File: src/rtl/core/vcrb_pkg.sv
// Shared types and constants of the valid 2D convolution block.
package vcrb_pkg;

	// Configuration register indexes
	localparam logic [2:0] CFG_IMAGE_COLS  = 3'd0;
	localparam logic [2:0] CFG_IMAGE_ROWS  = 3'd1;
	localparam logic [2:0] CFG_KERNEL_ROWS = 3'd2;
	localparam logic [2:0] CFG_KERNEL_COLS = 3'd3;
	localparam logic [2:0] CFG_BIAS_VALUE  = 3'd4;

	localparam logic OP_COEFF = 1'b0;
	localparam logic OP_PIXEL = 1'b1;

	localparam int MAX_ROWS = 4096;

	typedef struct packed {
		logic               operation;
		logic [4:0]         coeff_index;
		logic signed [15:0] coeff_value;
		logic signed [15:0] pixel_value;
	} in_t;

	typedef struct packed {
		logic signed [31:0] out_value;
		logic [11:0]        out_row;
		logic [9:0]         out_col;
		logic               last_output;
	} out_t;

	// position tag carried down the pipe with each result
	typedef struct packed {
		logic [11:0] out_row;
		logic [9:0]  out_col;
		logic        last_output;
	} meta_t;

endpackage

File: src/rtl/core/vcrb_skid.sv
// Two-entry result queue between the pipe and the output port.
module vcrb_skid import vcrb_pkg::*; (
	input  logic clk,
	input  logic arst_n,
	input  logic push,
	input  out_t push_data,
	input  logic pop,
	output logic full,
	output logic valid,
	output out_t data
);

	out_t       buf_q [2];
	logic       wr_ptr_q;
	logic       rd_ptr_q;
	logic [1:0] cnt_q;

	always_ff @(posedge clk or negedge arst_n) begin
		if (!arst_n) begin
			wr_ptr_q <= 1'b0;
			rd_ptr_q <= 1'b0;
			cnt_q    <= 2'd0;
		end else begin
			if (push) begin
				wr_ptr_q <= ~wr_ptr_q;
			end
			if (pop) begin
				rd_ptr_q <= ~rd_ptr_q;
			end
			if (push && !pop) begin
				cnt_q <= cnt_q + 2'd1;
			end else if (pop && !push) begin
				cnt_q <= cnt_q - 2'd1;
			end
		end
	end

	always_ff @(posedge clk) begin
		if (push) begin
			buf_q[wr_ptr_q] <= push_data;
		end
	end

	assign full  = (cnt_q == 2'd2);
	assign valid = (cnt_q != 2'd0);
	assign data  = buf_q[rd_ptr_q];

endmodule

File: config.mk
export PLATFORM = sky130hd
export DESIGN_NAME = vcrb_skid
export DESIGN_NICKNAME = d
export VERILOG_FILES = /design/src/rtl/core/vcrb_pkg.sv /design/src/rtl/core/vcrb_skid.sv
export SDC_FILE = /design/constraint.sdc
export NUM_CORES = 1
export LEC_CHECK = 0
export BUFFER_PORTS_ARGS = -buffer_cell sky130_fd_sc_hd__buf_2
export CORE_MARGIN = 5
export CORE_UTILIZATION = 52
export CTS_CLUSTER_DIAMETER = 60
export DETAILED_ROUTE_END_ITERATION = 12
export GPL_TIMING_DRIVEN = 0
export PLACE_DENSITY = 0.79
export SYNTH_ARGS = -nofsm -noshare
export SYNTH_HDL_FRONTEND = slang
export SYNTH_SLANG_ARGS = --single-unit
File: constraint.sdc
create_clock -name clk -period 3.95 [get_ports clk]
set_input_delay 0.395 -clock clk [delete_from_list [all_inputs] [get_ports clk]]
set_output_delay 0.395 -clock clk [all_outputs]
set_load 0.1 [all_outputs]
==> impl_summary.txt <==
----------------------------------------------------
[Run status]
  Outcome ... complete, no violations

[Floorplanning]
  Full die area ... about 0.010 mm2
  Die width ... slightly above 100 um
  Starting utilization of the core area ... 52.88%
  Rows ... 33
  Top-level I/O count ... 116
  Floorplan core area ... 0.008175 mm2
  Die height ... a little over 100 um

[GRT]
  Number of antenna violations at the first check in global routing ... 0
  Total overflow reported by the global router ... 0
  Number of global-route vias before repair ... roughly 2.3k
  First-pass GRT wire length ... about 11000 um
  GRT Overall Usage ... roughly 14%
  Pin count of the biggest net entering global routing ... 30

[Finish]
  Proportion of layout cells with a drive suffix above 1 ... 62.31%
  Diode insertion count for antenna repair ... 0
  Final #Nets ... ~380
  Post-layout instance count excluding filler cells ... between 400 and 500
  Area growth, synth to finish ... 32.85%
  Layout filler cell count ... 548
  Post-Layout Inst Area ... roughly 0.0057 mm2

[Drt]
  DRT Pass-1 Iters ... 4
  Post-detailed-route wirelength per cell ... 15.85 um
  Drt via density ... between 4 and 5
  1st-iter DRT viols ... 105
  # DRC ... 0
  Antenna Nets Post-Route ... 0
  Total length of routed wires ... ~7000 um
  Overall via count from detail_route ... between 2k and 2.5k

[Clock network]
  Number of clock sinks seen by CTS ... 114
  Clock transition time at the flip-flop clock pins of the worst setup and hold paths ... around 60 ps
  Count of H-tree levels built during CTS ... 4
  Number of buffers created by CTS ... 17
  CTS-repair resized insts ... 0
  Maximum clock path buffer count ... 2
  CTS Root Cell ... clkbuf_8
  Later-pin clock latency in the skew report ... between 400 and 500 ps
  Clock tree from TritonCTS ... yes

[Place]
  Post-DP HPWL ... 4718 um
  Number of port buffers ... roughly 120
  Placer congestion estimate ... approximately 0.65
  Total placed cells including tap cells ... around 410
  Cell Area, Placed ... 0.005079 mm2

[Synth]
  Cells after synthesis ... roughly 190
  Number of warning messages in the yosys log ... 0
  Number of storage elements in the synthesis netlist ... 114
  Mean cell area of the mapped netlist ... roughly 23 um2
  Most used flip-flop cell after synthesis ... edfxtp_1
  Number of flops mapped to enable cells by yosys ... 110
  Most common cell in the netlist ... edfxtp_1
  Fraction of post-synthesis cell area in the top cell type by area ... approximately 76%
  Post-synthesis instance area ... 0.004323 mm2
  Top area cells in the synthesized netlist ... edfxtp_1 (76%), mux2_4 (14%), mux2_2 (3.9%)
  Commonest cells in the synthesized netlist ... edfxtp_1 (110), mux2_4 (40), mux2_2 (15)
  Sequential area share after synthesis ... around four fifths
  Asr flop ratio synth ... around 3.5%
  Number of nets in the synthesized netlist ... approximately 250
  Count of unique library cells instantiated by Yosys ... 14
  Largest area contributor in the netlist ... edfxtp_1

[Setup path]
  Maximum fanout along the worst path ... 10
  Kind of critical path ... reg -> out
  Type of element capturing the critical path ... output port
  Worst EP required ... 3560 ps
  Type of element launching the critical path ... flip-flop
  Data arrival, critical path ... around 1800 ps
  Reg2reg path depth ... 2

[Timing]
  Final setup violation count ... 0
  Max-slew headroom at the worst pin ... approximately 46%
  Final Critical Period ... 2218 ps
  Final-layout worst hold slack ... between 80 and 90 ps
  Final Hold Viols ... 0
  Achievable Freq ... roughly 450 MHz
  Crit share post-route ... between 50% and 60%
  Count of pins over their slew limit ... 0
  RSZ-0062 raised after global routing ... no
  Post-Route Skew ... between 10 and 15 ps
  Setup_tns ... 0 ps
  Slew @ Worst Pin ... a little over 800 ps

[Min path]
  Cell depth of the worst min-delay path ... 1
  Hold crit path type ... in -> reg

[Flow run]
  Total of max-cap violations ... 0

----------------------------------------------------
[per-stage QoR]
stage	worst slack (ps)	utilization, %
after CTS	1684	70.25
after global placement	-745.2	61.52
after detailed placement	2064	62.12
after floorplan	623.8	-
final	1732	70.25
after global routing	1624	70.25
[layout by cell type (no fill, tap or decap)]
| cell type | n |
|---|---|
| and2_2 | 1 |
| buf_12 | 2 |
| buf_2 | 116 |
| buf_6 | 5 |
| bufinv_16 | 6 |
| clkbuf_1 | 2 |
| clkbuf_16 | 16 |
| clkbuf_8 | 1 |
| clkinv_1 | 1 |
| clkinv_4 | 2 |
| clkinvlp_4 | 3 |
| dfrtp_1 | 4 |
| dlygate4sd3_1 | 1 |
| edfxtp_1 | 110 |
| ha_1 | 1 |
| inv_1 | 1 |
| inv_6 | 1 |
| mux2_2 | 15 |
| mux2_4 | 40 |
| nor2_1 | 1 |
| nor2b_1 | 1 |
| nor2b_4 | 1 |
| or2_2 | 1 |
| xnor2_1 | 1 |
| xor2_1 | 4 |
[registers in the layout (all words and copies together), names as in the netlist]
register,flops
buf_q,110
cnt_q,2
wr_ptr_q,1
rd_ptr_q,1
[layout make-up]
type                    count  area (um2)  area share, %
well taps                 105       131.4          2.288
clock buffers              19       421.7          7.342
plain buffers               6       61.31          1.068
repair buffers            118       625.6          10.89
inverters                   1       3.754        0.06536
clock inverters            13       232.7          4.052
flip-flops and latches    114        3403          59.26
multi-input cells          66       863.3          15.03
[routing by layer]
| layer | GRT usage (%) | wire length (um) |
|---|---|---|
| met4 | 6.135 | 53 |
| met2 | 23.99 | 3714 |
| met3 | 5.579 | 500 |
| met1 | 15.90 | 2738 |
| met5 | 0 | 0 |
[worst paths after layout]
path                                end           from  slack [ps]
setup / recovery               data[24]       rd_ptr_q        1730
hold / removal             buf_q[1][35]  push_data[35]          80
setup reg to reg           buf_q[0][54]       wr_ptr_q        2240
hold reg to reg                cnt_q[1]       cnt_q[1]         480
max in group asynchronous      cnt_q[1]         arst_n        3570
min in group asynchronous      cnt_q[0]         arst_n         250
[cell families (layout without fill, tap and decap cells)]
logic type / Yosys count / after routing / synth area share, %
mux: 55 / 55 / 17.80
buf+inv: 7 / 157 / 1.505
simple gates: 5 / 5 / 0.6658
flops: 114 / 114 / 78.73
xor+xnor: 5 / 5 / 1.013
fa+ha+maj: 1 / 1 / 0.2894
[worst max-delay path, stage by stage, from the launching register on]
cell     delay [ps]
dfrtp_1         350
buf_6           170
buf_6           190
mux2_4          310
buf_2           290
[timing repair]
action / CTS / global route
hold endpoints to repair: 4 / 0
hold buffers: 1 / 0
buffers inserted: 0 / 0
Power is not shown: default switching activity piles up to over one toggle a cycle in this logic, so the estimate is an artifact.
